<file path="src/design/srgb_to_cielab_top_macros.svh">
// assertion macros for the srgb to cielab design files, used by the lab stage
`ifndef SRGB_TO_CIELAB_TOP_MACROS_SVH
`define SRGB_TO_CIELAB_TOP_MACROS_SVH

// consequent must hold in the same cycle as the antecedent
`define SCL_ASSERT_NOW(lbl, ante, cons, msg) \
  lbl: assert property (@(posedge clk_i) disable iff (!rst_ni) (ante) |-> (cons)) \
    else $error(msg);

// consequent must hold in the cycle after the antecedent
`define SCL_ASSERT_NEXT(lbl, ante, cons, msg) \
  lbl: assert property (@(posedge clk_i) disable iff (!rst_ni) (ante) |=> (cons)) \
    else $error(msg);

`endif

</file>
<file path="src/design/scl_pkg.sv">
// shared types, constants and rom builders for the srgb to cielab pipeline
package scl_pkg;

  localparam int unsigned Lanes        = 3;
  localparam int unsigned LinBits      = 17;
  localparam int unsigned CoefBits     = 16;
  localparam int unsigned ProdBits     = CoefBits + LinBits;
  localparam int unsigned TBits        = 17;
  localparam int unsigned FBits        = 17;
  localparam int unsigned CbrtStepBits = 7;
  localparam int unsigned CbrtIdxBits  = 10;
  localparam int unsigned EvenDepth    = 513;
  localparam int unsigned OddDepth     = 512;
  localparam int unsigned EvenAddrBits = 10;
  localparam int unsigned OddAddrBits  = 9;
  localparam int unsigned InterpBits   = 24;
  localparam int unsigned LinNumBits   = 26;
  localparam int unsigned RecipBits    = 27;
  localparam int unsigned RecipShift   = 38;
  localparam int unsigned QuotBits     = LinNumBits + RecipBits;
  localparam int unsigned KappaBits    = 32;
  localparam int unsigned LabBits      = 28;

  // floor(n / 3132) for n below 2^26 as a multiply by a rounded-up reciprocal
  localparam logic [RecipBits-1:0] LinRecip =
    RecipBits'(((64'd1 << RecipShift) + 64'd3131) / 64'd3132);
  localparam logic [KappaBits-1:0] KappaMul  = 32'd24389;
  localparam logic [KappaBits-1:0] LinLimit  = 32'd14155776;
  localparam logic [LinNumBits-1:0] LinOffset = 26'd28313118;

  typedef logic [LinBits-1:0]  lin_t;
  typedef logic [TBits-1:0]    tval_t;
  typedef logic [FBits-1:0]    fval_t;
  typedef lin_t  lin_vec_t  [Lanes];
  typedef tval_t tval_vec_t [Lanes];
  typedef fval_t fval_vec_t [Lanes];

  typedef logic [CoefBits-1:0] coef_row_t [Lanes];
  typedef coef_row_t coef_mat_t [Lanes];

  // srgb to xyz matrix, rows divided by the d65 white, q16
  localparam coef_mat_t XyzCoef = '{
    '{16'd28439, 16'd24656, 16'd12440},
    '{16'd13938, 16'd46869, 16'd4730},
    '{16'd1164,  16'd7174,  16'd57194}
  };

  typedef fval_t cbrt_even_t [EvenDepth];
  typedef fval_t cbrt_odd_t  [OddDepth];

  // fifth power in q30 with truncated products
  function automatic logic [63:0] pow5_q30(input logic [63:0] w);
    logic [63:0] w2;
    logic [63:0] w4;
    w2 = (w * w) >> 30;
    w4 = (w2 * w2) >> 30;
    return (w4 * w) >> 30;
  endfunction

  // linearised channel value in q16 for code v of full scale m
  function automatic lin_t gamma_entry(input logic [63:0] v, input logic [63:0] m);
    logic [63:0] num;
    logic [63:0] den;
    logic [63:0] lo;
    logic [63:0] hi;
    logic [63:0] mid;
    logic [63:0] t;
    logic [63:0] s;
    if (v * 64'd100000 <= 64'd4045 * m) begin
      num = v * 64'd6553600 + 64'd646 * m;
      den = 64'd1292 * m;
      lo  = 64'd0;
      hi  = 64'd131071;
      while (lo < hi) begin
        mid = lo + ((hi - lo + 64'd1) >> 1);
        if (mid * den <= num) lo = mid;
        else hi = mid - 64'd1;
      end
    end else begin
      den = 64'd1055 * m;
      num = ((64'd1000 * v + 64'd55 * m) << 30) + (den >> 1);
      lo  = 64'd0;
      hi  = 64'd1 << 31;
      while (lo < hi) begin
        mid = lo + ((hi - lo + 64'd1) >> 1);
        if (mid * den <= num) lo = mid;
        else hi = mid - 64'd1;
      end
      t = lo;
      if (t > (64'd1 << 30)) t = 64'd1 << 30;
      s  = (t * t) >> 30;
      lo = 64'd0;
      hi = 64'd1 << 30;
      while (lo < hi) begin
        mid = lo + ((hi - lo + 64'd1) >> 1);
        if (pow5_q30(mid) <= s) lo = mid;
        else hi = mid - 64'd1;
      end
      lo = (((s * lo) >> 30) + 64'd8192) >> 14;
    end
    return LinBits'(lo);
  endfunction

  // rounded cube root of k/512 in q16
  function automatic fval_t cbrt_entry(input logic [63:0] k);
    logic [63:0] n;
    logic [63:0] lo;
    logic [63:0] hi;
    logic [63:0] mid;
    logic [63:0] q;
    n  = k << 39;
    lo = 64'd0;
    hi = 64'd131071;
    while (lo < hi) begin
      mid = lo + ((hi - lo + 64'd1) >> 1);
      if (mid * mid * mid <= n) lo = mid;
      else hi = mid - 64'd1;
    end
    q = 64'd2 * lo + 64'd1;
    if (64'd8 * n > q * q * q) lo = lo + 64'd1;
    return FBits'(lo);
  endfunction

  function automatic cbrt_even_t build_cbrt_even();
    cbrt_even_t tbl;
    for (int unsigned i = 0; i < EvenDepth; i++) begin
      tbl[i] = cbrt_entry(64'(2 * i));
    end
    return tbl;
  endfunction

  function automatic cbrt_odd_t build_cbrt_odd();
    cbrt_odd_t tbl;
    for (int unsigned i = 0; i < OddDepth; i++) begin
      tbl[i] = cbrt_entry(64'(2 * i + 1));
    end
    return tbl;
  endfunction

endpackage

</file>
<file path="src/design/scl_matrix.sv">
// rgb to normalised xyz: products in one stage, sums and rounding in the next
module scl_matrix (
  input  logic               clk_i,
  input  logic               rst_ni,
  input  logic               en_i,
  input  logic               valid_i,
  input  scl_pkg::lin_vec_t  lin_i,
  output logic               valid_o,
  output scl_pkg::tval_vec_t t_o
);

  typedef logic [scl_pkg::ProdBits-1:0] prod_t;
  typedef prod_t prod_row_t [scl_pkg::Lanes];

  localparam int unsigned SumBits = scl_pkg::ProdBits + 2;

  prod_row_t          prod_q [scl_pkg::Lanes];
  logic               prod_valid_q;
  scl_pkg::tval_vec_t t_d;
  scl_pkg::tval_vec_t t_q;
  logic               t_valid_q;
  logic [SumBits-1:0] sum [scl_pkg::Lanes];

  always_ff @(posedge clk_i or negedge rst_ni) begin
    if (!rst_ni) begin
      prod_valid_q <= 1'b0;
      t_valid_q    <= 1'b0;
    end else if (en_i) begin
      prod_valid_q <= valid_i;
      t_valid_q    <= prod_valid_q;
    end
  end

  // nine coefficient products
  always_ff @(posedge clk_i) begin
    if (en_i) begin
      for (int r = 0; r < scl_pkg::Lanes; r++) begin
        for (int c = 0; c < scl_pkg::Lanes; c++) begin
          prod_q[r][c] <= scl_pkg::ProdBits'(scl_pkg::XyzCoef[r][c]) *
                          scl_pkg::ProdBits'(lin_i[c]);
        end
      end
    end
  end

  // row sums, rounded back to q16
  always_comb begin
    for (int r = 0; r < scl_pkg::Lanes; r++) begin
      sum[r] = SumBits'(prod_q[r][0]) + SumBits'(prod_q[r][1]) +
               SumBits'(prod_q[r][2]) + SumBits'(32768);
      t_d[r] = sum[r][32:16];
    end
  end

  always_ff @(posedge clk_i) begin
    if (en_i) begin
      t_q <= t_d;
    end
  end

  assign valid_o = t_valid_q;
  assign t_o     = t_q;

endmodule

</file>
<file path="config.mk">
export PLATFORM = sky130hd
export DESIGN_NAME = scl_matrix
export DESIGN_NICKNAME = d
export VERILOG_FILES = /design/src/design/srgb_to_cielab_top_macros.svh /design/src/design/scl_pkg.sv /design/src/design/scl_matrix.sv
export SDC_FILE = /design/constraint.sdc
export NUM_CORES = 2
export LEC_CHECK = 0
export ABC_CLOCK_PERIOD_IN_PS = 6000
export BUFFER_PORTS_ARGS = -buffer_cell sky130_fd_sc_hd__buf_2
export CAP_MARGIN = 30
export CORE_MARGIN = 5
export CORE_UTILIZATION = 40
export DETAILED_ROUTE_END_ITERATION = 12
export HOLD_SLACK_MARGIN = 0.15
export PLACE_DENSITY = 0.58
export RECOVER_POWER = 100
export REMOVE_ABC_BUFFERS = 1
export SYNTH_ARGS = -nofsm -noshare
export SYNTH_HDL_FRONTEND = slang
export SYNTH_SLANG_ARGS = --single-unit
</file>
<file path="constraint.sdc">
create_clock -name clk_i -period 6 [get_ports clk_i]
set_input_delay 0.6 -clock clk_i [delete_from_list [all_inputs] [get_ports clk_i]]
set_output_delay 0.6 -clock clk_i [all_outputs]
set_load 0.01 [all_outputs]
</file>
==> key figures <==
Status
  • Outcome: finished, violations left
  • Failing checks: max-capacitance violations, max-slew violations

Logic synthesis
  • Top FF cell, synth: edfxtp_1
  • Top cells by count, synth: ha_1, inv_1, fa_1
  • Area leader, netlist: fa_1
  • Number of flops mapped to enable cells by yosys: 305
  • Synth area leaders: fa_1, ha_1, edfxtp_1
  • Yosys warns: 0
  • Netlist cell types: 73
  • Synthesized flop and latch total: 307
  • Avg Synthesized Cell Area: 11.1 sq um
  • Synth async-reset ratio: 0.651%
  • Seq/Total Area, Yosys: 20.3%
  • Synth top area share: 27.4%
  • Count leader, synth: ha_1
  • Post-Syn Area: 45400 sq um
  • Syn Inst Count: 4085

Clock tree
  • Clock root buffer: clkbuf_16
  • Clock Path Buffers: 3
  • Clk Latency, worst-skew pair: 610 ps
  • CTS H-Tree Depth: 2
  • Clock-pin slew on the worst setup and hold paths: 60 ps
  • Post-cts repair resize count: 0
  • CTS tree: yes
  • TritonCTS Sinks: 307
  • CTS Buf Count: 39

Floorplan
  • Core area: 113000 sq um
  • I/O pin count: 107
  • Die Area: 120000 sq um
  • Die span in x: 347 microns
  • Initial Utilization: 40.3%
  • # rows: 123
  • Die height: 347 microns

Global routing
  • First-pass GRT wire length: 194000 microns
  • Antenna violations before repair: 21
  • Largest net degree at the start of global routing: 138
  • Total track usage: 21.3%
  • Number of global-route vias before repair: 32505
  • GR Overflow Total: 0

Job
  • Maxcap violations: 1

Worst setup path
  • Worst Path Max Fanout: 5
  • Worst Path Arrival: 6160 ps
  • Worst Setup End Kind: flop
  • R2r startpoint: prod_q[2][2]$_DFFE_PP_
  • FF-to-FF setup slack: 990 ps
  • Setup CP Type: input pin to flop
  • Worst EP required: 6430 ps
  • R2r worst-path depth: 13
  • Nature of the critical path startpoint: input pin
  • RR Endpoint: t_o[15]$_DFFE_PP_

STA
  • Maximum clock rate: 174 MHz
  • RSZ-0062 raised after global routing: no
  • Hold Vio Cnt, Final: 0
  • Final Critical Period: 5730 ps
  • Final worst path period share: 95.5%
  • WHS: 220 ps
  • Post-route setup slack: 269 ps
  • Worst-margin pin slew: 4450 ps
  • Final setup skew: 24.4 ps
  • Final Setup Violations: 0
  • Slew Limit Headroom: -197%
  • Max-slew violations: 73

Layout
  • Layout net count: 6199
  • Count of non-filler cells in the finished layout: 6091
  • Layout area overhead: 12.8%
  • Share of cells above drive strength 1: 8.60%
  • Layout Utilization: 45.4%

Drt
  • WL per Instance: 20.9 microns
  • Iter 0 DRT Violations: 1822
  • DRC: 0
  • Via density: 5.05
  • Routed wire length: 127000 microns
  • Drt first pass iters: 5
  • Number of nets with antenna violations after routing: 0
  • Vias: 30766

Placement
  • Gp weighted congestion: 0.942
  • Cell count after placement: 6017
  • Hpwl dp: 111000 microns
  • Worst slack, placed: -314 ps
  • IO Port Bufs: 106

Min path
  • Min-Delay Endpoint: prod_valid_q$_DFFE_PN0P_
  • Hold path start: valid_i
  • Worst hold path type: input pin to flop
  • Hold path cells: 2
[cell usage in the layout (no fill, tap or decap), drive strengths merged, types with 69 or more instances in the layout]
master / synthesis / routed
a21o: 96 / 96
a21oi: 187 / 187
buf: 0 / 290
clkbuf: 6 / 193
edfxtp: 305 / 305
fa: 621 / 621
ha: 964 / 964
inv: 863 / 867
nand2: 77 / 77
nor2: 161 / 161
o21ai: 100 / 100
xnor2: 169 / 169
xor2: 69 / 69
[kinds of logic after synthesis]
kind of cell,synth area share (%)
compound gates,8.67
xor+xnor,4.59
fa+ha+maj,54.0
buf+inv,7.19
flops,20.3
mux,0.0496
simple gates,5.25
[sequential cells by signal, summed over array words and instances (netlist names)]
name,cells
prod_valid_q,1
t_o,51
prod_q,254
valid_o,1
[cell type report]
class	count	area (sq um)
fillers	10812	61500
clock buffers	45	998
well taps	1500	1880
multi-input cells	2909	32900
repair buffers	439	2750
diodes	8	20.0
clock inverters	20	190
flip-flops and latches	307	9210
inverters	863	3240
[stage by stage]
step / TNS, ps / instance area [sq um]
2_1_floorplan: 0 / 45400
3_3_place_gp: -1020 / 50300
3_5_place_dp: -1150 / 50300
4_1_cts: 0 / 51500
5_1_grt: 0 / 51200
6_report: 0 / 51200
[per-layer routing]
layer | vias up | track usage (%) | wire, microns
met3 | 175 | 5.13 | 8510
met2 | 665 | 34.2 | 57900
met1 | 15185 | 28.4 | 55800
li1 | 14735 | - | -
met4 | 6 | 7.32 | 4850
met5 | - | 0 | 34
[timing repair]
| action | in CTS | in global routing |
|---|---|---|
| hold endpoints to repair | 2 | 0 |
| buffers inserted | 0 | 0 |
| hold buffers | 1 | 0 |
[worst max-delay path: stages]
cell       delay, ps
buf_2            190
clkbuf_1         330
ha_1             350
inv_1            120
fa_1             530
fa_1             590
fa_1             430
fa_1             490
inv_1             40
ha_1             180
or3_1            320
a311oi_1         400
o31ai_1          180
a21o_1           220
a221o_1          340
nand4_1          140
a21oi_1          100
a2111oi_2        360
xor2_1           250
[how the worst max path moves through the flow]
| stage | endpoint | depth (start not counted) | from |
|---|---|---|---|
| 3_3_place_gp | prod_q[2][31]$_DFFE_PP_ | 23 | lin_i[2] |
| 6_report | prod_q[1][95]$_DFFE_PP_ | 19 | lin_i[41] |
| 5_1_grt | prod_q[2][31]$_DFFE_PP_ | 22 | lin_i[2] |
| 2_1_floorplan | prod_q[2][30]$_DFFE_PP_ | 21 | lin_i[2] |
| 4_1_cts | prod_q[2][31]$_DFFE_PP_ | 22 | lin_i[2] |
| 3_5_place_dp | prod_q[2][31]$_DFFE_PP_ | 22 | lin_i[2] |
Power is left out: the tool's default activity adds up to more than one toggle a clock period on the data nets, which glitch-free logic cannot reach.
