`config.mk`:
```
export PLATFORM = sky130hd
export DESIGN_NAME = scl_lab
export DESIGN_NICKNAME = d
export VERILOG_FILES = /design/src/design/scl_pkg.sv /design/src/design/scl_lab.sv
export VERILOG_INCLUDE_DIRS = /design/src /design/src/design
export SDC_FILE = /design/constraint.sdc
export NUM_CORES = 1
export LEC_CHECK = 0
export ABC_AREA = 1
export CAP_MARGIN = 20
export CORE_MARGIN = 4
export CORE_UTILIZATION = 52
export CTS_CLUSTER_DIAMETER = 80
export CTS_CLUSTER_SIZE = 8
export DETAILED_ROUTE_END_ITERATION = 10
export DONT_BUFFER_PORTS = 1
export HOLD_SLACK_MARGIN = 0.06
export PLACE_DENSITY = 0.67
export SETUP_SLACK_MARGIN = 0.05
export SKIP_LAST_GASP = 1
export SYNTH_ARGS = -nofsm -noshare
export SYNTH_HDL_FRONTEND = slang
export SYNTH_SLANG_ARGS = --single-unit
```
`constraint.sdc`:
```
create_clock -name clk_i -period 1.8 [get_ports clk_i]
set_input_delay 0.18 -clock clk_i [delete_from_list [all_inputs] [get_ports clk_i]]
set_output_delay 0.18 -clock clk_i [all_outputs]
set_load 0.05 [all_outputs]
```
`src/design/srgb_to_cielab_top_macros.svh`:
```
// assertion macros for the srgb to cielab design files, used by the lab stage
`ifndef SRGB_TO_CIELAB_TOP_MACROS_SVH
`define SRGB_TO_CIELAB_TOP_MACROS_SVH

// consequent must hold in the same cycle as the antecedent
`define SCL_ASSERT_NOW(lbl, ante, cons, msg) \
  lbl: assert property (@(posedge clk_i) disable iff (!rst_ni) (ante) |-> (cons)) \
    else $error(msg);

// consequent must hold in the cycle after the antecedent
`define SCL_ASSERT_NEXT(lbl, ante, cons, msg) \
  lbl: assert property (@(posedge clk_i) disable iff (!rst_ni) (ante) |=> (cons)) \
    else $error(msg);

`endif

```
`src/design/scl_pkg.sv`:
```
// shared types, constants and rom builders for the srgb to cielab pipeline
package scl_pkg;

  localparam int unsigned Lanes        = 3;
  localparam int unsigned LinBits      = 17;
  localparam int unsigned CoefBits     = 16;
  localparam int unsigned ProdBits     = CoefBits + LinBits;
  localparam int unsigned TBits        = 17;
  localparam int unsigned FBits        = 17;
  localparam int unsigned CbrtStepBits = 7;
  localparam int unsigned CbrtIdxBits  = 10;
  localparam int unsigned EvenDepth    = 513;
  localparam int unsigned OddDepth     = 512;
  localparam int unsigned EvenAddrBits = 10;
  localparam int unsigned OddAddrBits  = 9;
  localparam int unsigned InterpBits   = 24;
  localparam int unsigned LinNumBits   = 26;
  localparam int unsigned RecipBits    = 27;
  localparam int unsigned RecipShift   = 38;
  localparam int unsigned QuotBits     = LinNumBits + RecipBits;
  localparam int unsigned KappaBits    = 32;
  localparam int unsigned LabBits      = 28;

  // floor(n / 3132) for n below 2^26 as a multiply by a rounded-up reciprocal
  localparam logic [RecipBits-1:0] LinRecip =
    RecipBits'(((64'd1 << RecipShift) + 64'd3131) / 64'd3132);
  localparam logic [KappaBits-1:0] KappaMul  = 32'd24389;
  localparam logic [KappaBits-1:0] LinLimit  = 32'd14155776;
  localparam logic [LinNumBits-1:0] LinOffset = 26'd28313118;

  typedef logic [LinBits-1:0]  lin_t;
  typedef logic [TBits-1:0]    tval_t;
  typedef logic [FBits-1:0]    fval_t;
  typedef lin_t  lin_vec_t  [Lanes];
  typedef tval_t tval_vec_t [Lanes];
  typedef fval_t fval_vec_t [Lanes];

  typedef logic [CoefBits-1:0] coef_row_t [Lanes];
  typedef coef_row_t coef_mat_t [Lanes];

  // srgb to xyz matrix, rows divided by the d65 white, q16
  localparam coef_mat_t XyzCoef = '{
    '{16'd28439, 16'd24656, 16'd12440},
    '{16'd13938, 16'd46869, 16'd4730},
    '{16'd1164,  16'd7174,  16'd57194}
  };

  typedef fval_t cbrt_even_t [EvenDepth];
  typedef fval_t cbrt_odd_t  [OddDepth];

  // fifth power in q30 with truncated products
  function automatic logic [63:0] pow5_q30(input logic [63:0] w);
    logic [63:0] w2;
    logic [63:0] w4;
    w2 = (w * w) >> 30;
    w4 = (w2 * w2) >> 30;
    return (w4 * w) >> 30;
  endfunction

  // linearised channel value in q16 for code v of full scale m
  function automatic lin_t gamma_entry(input logic [63:0] v, input logic [63:0] m);
    logic [63:0] num;
    logic [63:0] den;
    logic [63:0] lo;
    logic [63:0] hi;
    logic [63:0] mid;
    logic [63:0] t;
    logic [63:0] s;
    if (v * 64'd100000 <= 64'd4045 * m) begin
      num = v * 64'd6553600 + 64'd646 * m;
      den = 64'd1292 * m;
      lo  = 64'd0;
      hi  = 64'd131071;
      while (lo < hi) begin
        mid = lo + ((hi - lo + 64'd1) >> 1);
        if (mid * den <= num) lo = mid;
        else hi = mid - 64'd1;
      end
    end else begin
      den = 64'd1055 * m;
      num = ((64'd1000 * v + 64'd55 * m) << 30) + (den >> 1);
      lo  = 64'd0;
      hi  = 64'd1 << 31;
      while (lo < hi) begin
        mid = lo + ((hi - lo + 64'd1) >> 1);
        if (mid * den <= num) lo = mid;
        else hi = mid - 64'd1;
      end
      t = lo;
      if (t > (64'd1 << 30)) t = 64'd1 << 30;
      s  = (t * t) >> 30;
      lo = 64'd0;
      hi = 64'd1 << 30;
      while (lo < hi) begin
        mid = lo + ((hi - lo + 64'd1) >> 1);
        if (pow5_q30(mid) <= s) lo = mid;
        else hi = mid - 64'd1;
      end
      lo = (((s * lo) >> 30) + 64'd8192) >> 14;
    end
    return LinBits'(lo);
  endfunction

  // rounded cube root of k/512 in q16
  function automatic fval_t cbrt_entry(input logic [63:0] k);
    logic [63:0] n;
    logic [63:0] lo;
    logic [63:0] hi;
    logic [63:0] mid;
    logic [63:0] q;
    n  = k << 39;
    lo = 64'd0;
    hi = 64'd131071;
    while (lo < hi) begin
      mid = lo + ((hi - lo + 64'd1) >> 1);
      if (mid * mid * mid <= n) lo = mid;
      else hi = mid - 64'd1;
    end
    q = 64'd2 * lo + 64'd1;
    if (64'd8 * n > q * q * q) lo = lo + 64'd1;
    return FBits'(lo);
  endfunction

  function automatic cbrt_even_t build_cbrt_even();
    cbrt_even_t tbl;
    for (int unsigned i = 0; i < EvenDepth; i++) begin
      tbl[i] = cbrt_entry(64'(2 * i));
    end
    return tbl;
  endfunction

  function automatic cbrt_odd_t build_cbrt_odd();
    cbrt_odd_t tbl;
    for (int unsigned i = 0; i < OddDepth; i++) begin
      tbl[i] = cbrt_entry(64'(2 * i + 1));
    end
    return tbl;
  endfunction

endpackage

```
`src/design/scl_lab.sv`:
```
// lab scaling, rounding and saturation; the last stage is the output register
`include "srgb_to_cielab_top_macros.svh"

module scl_lab #(
  parameter int unsigned FractionBits = 8
) (
  input  logic               clk_i,
  input  logic               rst_ni,
  input  logic               en_i,
  input  logic               valid_i,
  input  scl_pkg::fval_vec_t f_i,
  output logic               valid_o,
  output logic [14:0]        lightness_o,
  output logic [15:0]        a_axis_o,
  output logic [15:0]        b_axis_o
);

  localparam int unsigned Sh = 16 - FractionBits;
  localparam logic signed [scl_pkg::LabBits-1:0] RoundHalf =
    scl_pkg::LabBits'(1 << (Sh - 1));
  localparam logic signed [scl_pkg::LabBits-1:0] LightMax =
    scl_pkg::LabBits'(100 << FractionBits);
  localparam logic signed [scl_pkg::LabBits-1:0] AxisMax = 28'sd32767;
  localparam logic signed [scl_pkg::LabBits-1:0] AxisMin = -28'sd32768;

  logic signed [scl_pkg::LabBits-1:0] fx;
  logic signed [scl_pkg::LabBits-1:0] fy;
  logic signed [scl_pkg::LabBits-1:0] fz;
  logic signed [scl_pkg::LabBits-1:0] l_d;
  logic signed [scl_pkg::LabBits-1:0] a_d;
  logic signed [scl_pkg::LabBits-1:0] b_d;
  logic signed [scl_pkg::LabBits-1:0] l_q;
  logic signed [scl_pkg::LabBits-1:0] a_q;
  logic signed [scl_pkg::LabBits-1:0] b_q;
  logic                               mid_valid_q;

  logic signed [scl_pkg::LabBits-1:0] l_rnd;
  logic signed [scl_pkg::LabBits-1:0] a_rnd;
  logic signed [scl_pkg::LabBits-1:0] b_rnd;
  logic signed [scl_pkg::LabBits-1:0] l_sat;
  logic signed [scl_pkg::LabBits-1:0] a_sat;
  logic signed [scl_pkg::LabBits-1:0] b_sat;
  logic [14:0]                        lightness_d;
  logic [15:0]                        a_axis_d;
  logic [15:0]                        b_axis_d;
  logic [14:0]                        lightness_q;
  logic [15:0]                        a_axis_q;
  logic [15:0]                        b_axis_q;
  logic                               valid_q;

  always_ff @(posedge clk_i or negedge rst_ni) begin
    if (!rst_ni) begin
      mid_valid_q <= 1'b0;
      valid_q     <= 1'b0;
    end else if (en_i) begin
      mid_valid_q <= valid_i;
      valid_q     <= mid_valid_q;
    end
  end

  // l = 116 fy - 16, a = 500 (fx - fy), b = 200 (fy - fz), all q16
  always_comb begin
    fx  = $signed(scl_pkg::LabBits'(f_i[0]));
    fy  = $signed(scl_pkg::LabBits'(f_i[1]));
    fz  = $signed(scl_pkg::LabBits'(f_i[2]));
    l_d = fy * 28'sd116 - 28'sd1048576;
    a_d = (fx - fy) * 28'sd500;
    b_d = (fy - fz) * 28'sd200;
  end

  always_ff @(posedge clk_i) begin
    if (en_i) begin
      l_q <= l_d;
      a_q <= a_d;
      b_q <= b_d;
    end
  end

  // round half up to the output fraction, then saturate
  always_comb begin
    l_rnd = (l_q + RoundHalf) >>> Sh;
    a_rnd = (a_q + RoundHalf) >>> Sh;
    b_rnd = (b_q + RoundHalf) >>> Sh;

    if (l_rnd < 0) l_sat = '0;
    else if (l_rnd > LightMax) l_sat = LightMax;
    else l_sat = l_rnd;

    if (a_rnd < AxisMin) a_sat = AxisMin;
    else if (a_rnd > AxisMax) a_sat = AxisMax;
    else a_sat = a_rnd;

    if (b_rnd < AxisMin) b_sat = AxisMin;
    else if (b_rnd > AxisMax) b_sat = AxisMax;
    else b_sat = b_rnd;

    lightness_d = l_sat[14:0];
    a_axis_d    = a_sat[15:0];
    b_axis_d    = b_sat[15:0];
  end

  always_ff @(posedge clk_i) begin
    if (en_i) begin
      lightness_q <= lightness_d;
      a_axis_q    <= a_axis_d;
      b_axis_q    <= b_axis_d;
    end
  end

  assign valid_o     = valid_q;
  assign lightness_o = lightness_q;
  assign a_axis_o    = a_axis_q;
  assign b_axis_o    = b_axis_q;

  // a result in the last inner stage reaches the output when the pipe moves
  `SCL_ASSERT_NEXT(a_out_fill, mid_valid_q && en_i, valid_q, "result lost before output")
  // the pipe only halts while a result is waiting at the output
  `SCL_ASSERT_NOW(a_stall_full, !en_i, valid_q, "pipeline halted with empty output")
  // an inner stage keeps its result over a halt
  `SCL_ASSERT_NEXT(a_mid_hold, mid_valid_q && !en_i, mid_valid_q, "result dropped in halt")

endmodule

```
==> metrics.yaml, run 1 <==
outcome:
  status: "finished, violations left"
  violations: "negative hold slack, negative setup slack"
route:
  drtIter0Drc: 814
  drc: 0
  drt_wl_total_microns: 44300
  postRouteAntennaNets: 0
  first_pass_iters: 7
  routedWlPerCell_microns: 16.1
  avgViaCountPerCell: 5.13
  vias: 14100
setup_path:
  crit_arrival_ns: 4.88
  startpoint_type: "primary input"
  required_ns: 1.89
  worstSetupStartpoint: "f_i[34]"
  crit_type: "in -> reg"
  crit_fanout: 4
  crit_path_end_kind: "register"
  r2r-start: "b_q[16]$_DFFE_PP_"
layout:
  fillCellCount: 1520
  drive_gt1_frac: 0.473
  n_antenna_cell: 0
  num-nets-final: 2727
  syn_to_final_growth_pct: 59.2
  design_area_sq_um: 23000
clock_network:
  clock_latency_ns: 0.34
  path_clk_slew_ns: 0.07
  cts_hold_buf: 6
  cts_buffers: 9
  cts_sinks: 108
  ctsHtreeMaxLevel: 3
  cts_tree: "built"
  clock-root-buffer: "clkbuf_16"
  clock_path_buffers: 2
synthesis:
  async_reset_ff_frac: 0.0185
  synthFlopType: "edfxtp_1"
  syn_avg_cell_area_sq_um: 7.88
  yosysWarningCount: 0
  syn_inst: 1836
  ys_ff_latch: 108
  seq_area_frac_synth: 0.223
  synth_edf_count: 106
  synth_cell_types: 45
  syn_area_sq_um: 14500
grt:
  grt.overflow.total: 0
  grt_first_pass_wirelength_microns: 64200
  grt_start_max_net_pins: 111
  antenna_found_initial: 0
  grt_pass1_vias: 13500
  grtUsageTotal: 0.252
floorplanning:
  floorplan.rows: 60
  coreArea_sq_um: 27200
  die_area_sq_um: 30600
  die_x_microns: 175
  fp.dieH_microns: 175
  start_util: 0.533
  io_pins: 103
placement:
  gp_congestion: 0.900
  io_buffers: 0
  dp_hpwl_microns: 30900
  place_area_sq_um: 19500
  pre_cts_ws_ns: -3.36
timing:
  hold_violations: 31
  max_freq_mhz: 209
  setup_violations: 105
  rsz0062_at_grt: "yes"
  setup_tns_ns: -113.22
  fin_crit_ns: 4.79
  skew_ns: 0.00876
  layout_setup_ws_ns: -2.99
  finalCritPeriodShare: 2.66
  holdWs_ns: -0.0496
  slew_viol_final: 0
hold_path:
  hp-class: "in -> reg"
  holdCritStartpoint: "en_i"
job:
  maxCapViolCount: 0
[flip-flops by register name, summed over array words and instances, names as in the netlist]
name / flops
a_q: 21
b_axis_o: 16
b_q: 20
mid_valid_q: 1
a_axis_o: 16
valid_o: 1
l_q: 18
lightness_o: 15
[final cells by class]
type                       count  area [sq um]  share of cell area
sequential                   108          3230               0.140
timing repair buffer         527          4300               0.187
tap                          372           465              0.0202
clock buffer                   9           225             0.00978
multi-input combinational   1310         13100               0.568
timing repair inverter         2          20.0            0.000869
clock inverter                 6          71.3             0.00310
inverter                     415          1640              0.0711
[worst max-delay path, cell delays in order]
cell	delay, ns
inv_12	0.01
ha_4	0.16
fa_2	0.34
nand3b_1	0.21
nand2_4	0.13
buf_4	0.12
buf_6	0.10
xor2_4	0.09
fa_1	0.52
inv_1	0.06
fa_1	0.50
inv_2	0.05
fa_1	0.54
inv_1	0.07
fa_1	0.56
inv_2	0.06
ha_4	0.26
a21oi_2	0.15
nand2_2	0.12
nand2_2	0.10
nand2_2	0.08
a21oi_2	0.19
o21ai_1	0.11
xor2_1	0.18
[logic make-up after synthesis]
family / count (synthesis) / synth area share
AND/OR/NAND/NOR: 709 / 0.213
AO/OA/AOI/OAI: 190 / 0.0749
other: 1 / 0.000259
adder cells (fa/ha/maj): 299 / 0.312
buffers and inverters: 420 / 0.111
flip-flops: 108 / 0.223
XOR/XNOR: 109 / 0.0660
[metrics by stage]
stage / hold slack, ns / instances / utilization
6_report: -0.0496 / 2749 / 0.848
2_1_floorplan: -0.116 / 1837 / -
3_3_place_gp: -0.116 / 2613 / 0.719
3_5_place_dp: -0.116 / 2613 / 0.719
5_1_grt: -0.0648 / 2749 / 0.848
4_1_cts: -0.0520 / 2704 / 0.790
[worst paths after layout]
path | cells after the start | slack (ns) | end
min in group asynchronous | 2 | 0.61 | valid_o$_DFFE_PN0P_
max in group asynchronous | 2 | 1.06 | mid_valid_q$_DFFE_PN0P_
worst min register to register | 3 | 0.71 | lightness_o[14]$_SDFFCE_PN0P_
worst max-delay path | 24 | -2.99 | a_q[20]$_DFFE_PP_
worst max register to register | 13 | -0.24 | b_axis_o[2]$_SDFFCE_PP0P_
worst min-delay path | 0 | -0.05 | b_axis_o[11]$_SDFFCE_PP0P_
[Yosys cell counts, types with 15 or more instances]
library cell,count,share of area
ha_1,196,0.17
nor2_2,26,0.011
nand2_1,382,0.099
nand3_1,82,0.028
nand4_1,20,0.0086
fa_1,103,0.14
o21ai_0,40,0.014
inv_1,409,0.11
xnor2_1,28,0.017
o21bai_1,15,0.0078
nor3_1,23,0.0080
edfxtp_1,106,0.22
nor2_1,140,0.036
a21oi_1,100,0.035
xor2_1,81,0.049
[placed cells by master (no fill, tap or decap), drive strengths merged, types with 3 or more instances in the layout]
cell type / synthesis / final
clkinvlp: 0 / 5
nor3: 28 / 28
o21bai: 16 / 16
fa: 103 / 103
a21oi: 101 / 101
buf: 5 / 521
xor2: 81 / 81
inv: 415 / 415
nand2: 389 / 389
nor2: 170 / 171
dlygate4sd3: 0 / 6
nand4: 20 / 20
edfxtp: 106 / 106
a31oi: 5 / 5
xnor2: 28 / 28
nand3b: 11 / 11
o21ai: 43 / 43
nand3: 86 / 86
a21boi: 3 / 3
ha: 196 / 196
a21o: 11 / 11
o21a: 4 / 4
clkbuf: 0 / 9
[layer usage]
metal | routed length [microns] | share of wire | GRT usage
met3 | 1880 | 0.042 | 0.0199
met4 | 1380 | 0.031 | 0.0664
met1 | 19400 | 0.44 | 0.353
met2 | 21600 | 0.49 | 0.425
met5 | 0 | 0 | 0
[repair_timing]
item,4_1_cts,5_1_grt
endpoints found under the hold margin,110,106
pin swaps,157,185
resized for setup,223,283
cloned,2,1
setup endpoints to repair,104,105
setup buffers,76,53
Power of run 1 is not shown: default switching activity piles up to over one toggle a cycle in this logic, so the estimate is an artifact.
==> inputs of run 2 (changes only) <==
--- a/config.mk
+++ b/config.mk
@@ -15,7 +15,7 @@
 export DETAILED_ROUTE_END_ITERATION = 10
 export DONT_BUFFER_PORTS = 1
 export HOLD_SLACK_MARGIN = 0.06
-export PLACE_DENSITY = 0.67
+export PLACE_DENSITY = 0.7
 export SETUP_SLACK_MARGIN = 0.05
 export SKIP_LAST_GASP = 1
 export SYNTH_ARGS = -nofsm -noshare
==> run 2 against run 1 <==
- the run still ends with negative hold slack, negative setup slack left
- clock skew about the same
- sequential cell count is the same
- via count fell by 1.5%
- sequential share of layout area grew 0.31 points
- cell area shrank 2.2%
- wire length down 3.2%
- fmax grew 1.1%
- clock-buffer cell count is 1 higher
- hold slack about the same
- highest routed layer unchanged
==> metrics.yaml, run 2 (synthesis gave the netlist of run 1 again) <==
outcome:
  status: "finished, violations left"
  violations: "negative hold slack, negative setup slack"
clock_network:
  path_clk_slew_ns: 0.07  # about the same
  cts_buffers: 9  # unchanged
  clock_path_buffers: 2  # unchanged
  cts_hold_buf: 5  # -1
  clock_latency_ns: 0.34  # about the same
  cts_tree: "built"
  clock-root-buffer: "clkbuf_16"
  cts_sinks: 108  # unchanged
  ctsHtreeMaxLevel: 3  # unchanged
placement:
  pre_cts_ws_ns: -3.36  # +0.000540 ns
  dp_hpwl_microns: 30100  # -2.5%
  gp_congestion: 0.902  # +0.24%
  io_buffers: 0  # unchanged
job:
  maxCapViolCount: 0  # unchanged
setup_path:
  slowest_stage: "fa_1"
  r2r_cells: 15  # +2
  max_stage_delay_ns: 0.50  # -0.06 ns
  crit_fanout: 5  # +1
  required_ns: 1.89  # about the same
  crit_arrival_ns: 4.83  # -0.05 ns
  crit_path_end_kind: "register"
  crit_type: "in -> reg"
  crit_chain: "inv_12 > ha_4 > fa_2 > nand3b_1 > nand2_4 > a21oi_4 > buf_6 > xnor2_4 > buf_6 > fa_1 > fa_2 > fa_1 > inv_2 > fa_1 > inv_2 > ha_4 > nand2_2 > nand2_2 > a31oi_4 > nand2_4 > a21oi_4 > o21ai_2 > xor2_1"
  crit_top_cell: "fa_1"
  startpoint_type: "primary input"
layout:
  largestRegisters: "a_q (21), b_q (20), l_q (18)"
  largest_reg_flops: 21  # unchanged
  fillCellCount: 1575  # +3.6%
  top_register: "a_q"
  final_util: 0.829  # -0.0183
  syn_to_final_growth_pct: 55.8
  multiInputGateArea_sq_um: 12800  # -2.1%
  n_antenna_cell: 0  # unchanged
  drive_gt1_frac: 0.450  # -0.0232
  layout_commonest_cell: "buf_4"
  register_area_sq_um: 3230  # unchanged
  layout_common_cells: "433 x buf_4, 342 x inv_1, 271 x nand2_1, 111 x ha_1, 106 x edfxtp_1"
  num-nets-final: 2704  # -0.84%
grt:
  grt_pass1_vias: 13700  # +1.5%
  grt.overflow.total: 0  # unchanged
  grtUsageTotal: 0.244  # -0.00750
  antenna_found_initial: 0  # unchanged
  grt_start_max_net_pins: 111  # unchanged
  grt_first_pass_wirelength_microns: 63300  # -1.5%
floorplanning:
  die_area_sq_um: 30600  # unchanged
  coreArea_sq_um: 27200  # unchanged
  fp.dieH_microns: 175  # unchanged
  die_x_microns: 175  # unchanged
  start_util: 0.533  # unchanged
  floorplan.rows: 60  # unchanged
  io_pins: 103  # unchanged
route:
  first_pass_iters: 5  # -2
  drt_wl_total_microns: 42900  # -3.2%
  postRouteAntennaNets: 0  # unchanged
  drc: 0  # unchanged
  drtIter0Drc: 822  # +0.98%
  avgViaCountPerCell: 5.10  # -0.69%
  routedWlPerCell_microns: 15.7  # -2.4%
  vias: 13900  # -1.5%
timing:
  finalCritPeriodShare: 2.63  # -0.0289
  setup_violations: 104  # -0.95%
  max_freq_mhz: 211  # +1.1%
  fin_crit_ns: 4.74  # -0.0520 ns
  skew_ns: 0.00892  # +0.000163 ns
  slew_viol_final: 0  # unchanged
  layout_setup_ws_ns: -2.94  # +0.0520 ns
  holdWs_ns: -0.0496  # -0.0000664 ns
  hold_violations: 107  # +250%
  rsz0062_at_grt: "yes"
hold_path:
  hp-class: "in -> reg"
  hold_depth: 0  # unchanged
run 2: cell types whose count changed in the layout (fill, tap and decap cells not counted), sizes merged, moves of 2 or more:
| cell | delta |
|---|---|
| clkinvlp | -4 |
| clkbuf | +2 |
| buf | -20 |
| dlygate4sd3 | -2 |
| clkinv | +5 |
run 2: final timing paths:
path / startpoint / endpoint / slack, ns
max: f_i[34] / a_q[20]$_DFFE_PP_ / -2.94
min reg2reg: mid_valid_q$_DFFE_PN0P_ / mid_valid_q$_DFFE_PN0P_ / 0.54
max reg2reg: l_q[8]$_DFFE_PP_ / lightness_o[12]$_SDFFCE_PP0P_ / -0.34
max in group asynchronous: rst_ni / valid_o$_DFFE_PN0P_ / 1.61
min in group asynchronous: rst_ni / mid_valid_q$_DFFE_PN0P_ / 0.07
min: en_i / b_axis_o[13]$_SDFFCE_PP0P_ / -0.05
run 2: metrics by stage:
step | instances | cell area [sq um] | setup TNS (ns)
floorplan | 1837 | 16000 | -103.08
global placement | 2624 | 19600 | -122.67
detailed placement | 2624 | 19600 | -128.60
CTS | 2694 | 21300 | -102.02
global route | 2727 | 22500 | -124.63
finish | 2727 | 22500 | -111.40
run 2: metal layers:
layer | track usage | wire (microns)
met5 | 0 | 0
met4 | 0.0501 | 1080
met3 | 0.0249 | 1860
met2 | 0.407 | 21000
met1 | 0.349 | 18900
run 2: critical path, delay by kind of cell:
| family | cells | cell delay [ns] |
|---|---|---|
| buf+inv | 5 | 0.38 |
| xor+xnor | 2 | 0.45 |
| compound gates | 4 | 0.60 |
| fa+ha+maj | 7 | 2.60 |
| simple gates | 5 | 0.59 |
run 2: area by class of cell:
cell class / count / share of cell area
multi-input cells: 1309 / 0.568
repair buffers: 506 / 0.183
flip-flops and latches: 108 / 0.143
inverters: 415 / 0.0723
well taps: 372 / 0.0206
clock buffers: 10 / 0.0102
clock inverters: 6 / 0.00172
repair inverters: 1 / 0.000722
run 2: repair_timing:
item | 4_1_cts | 5_1_grt
cloned | 2 | 0
hold endpoints to repair | 110 | 107
buffers inserted | 52 | 48
gates resized for setup | 200 | 254
endpoints found under the setup margin | 104 | 106
pin swaps | 150 | 190
Power of run 2 is left out for the same reason.
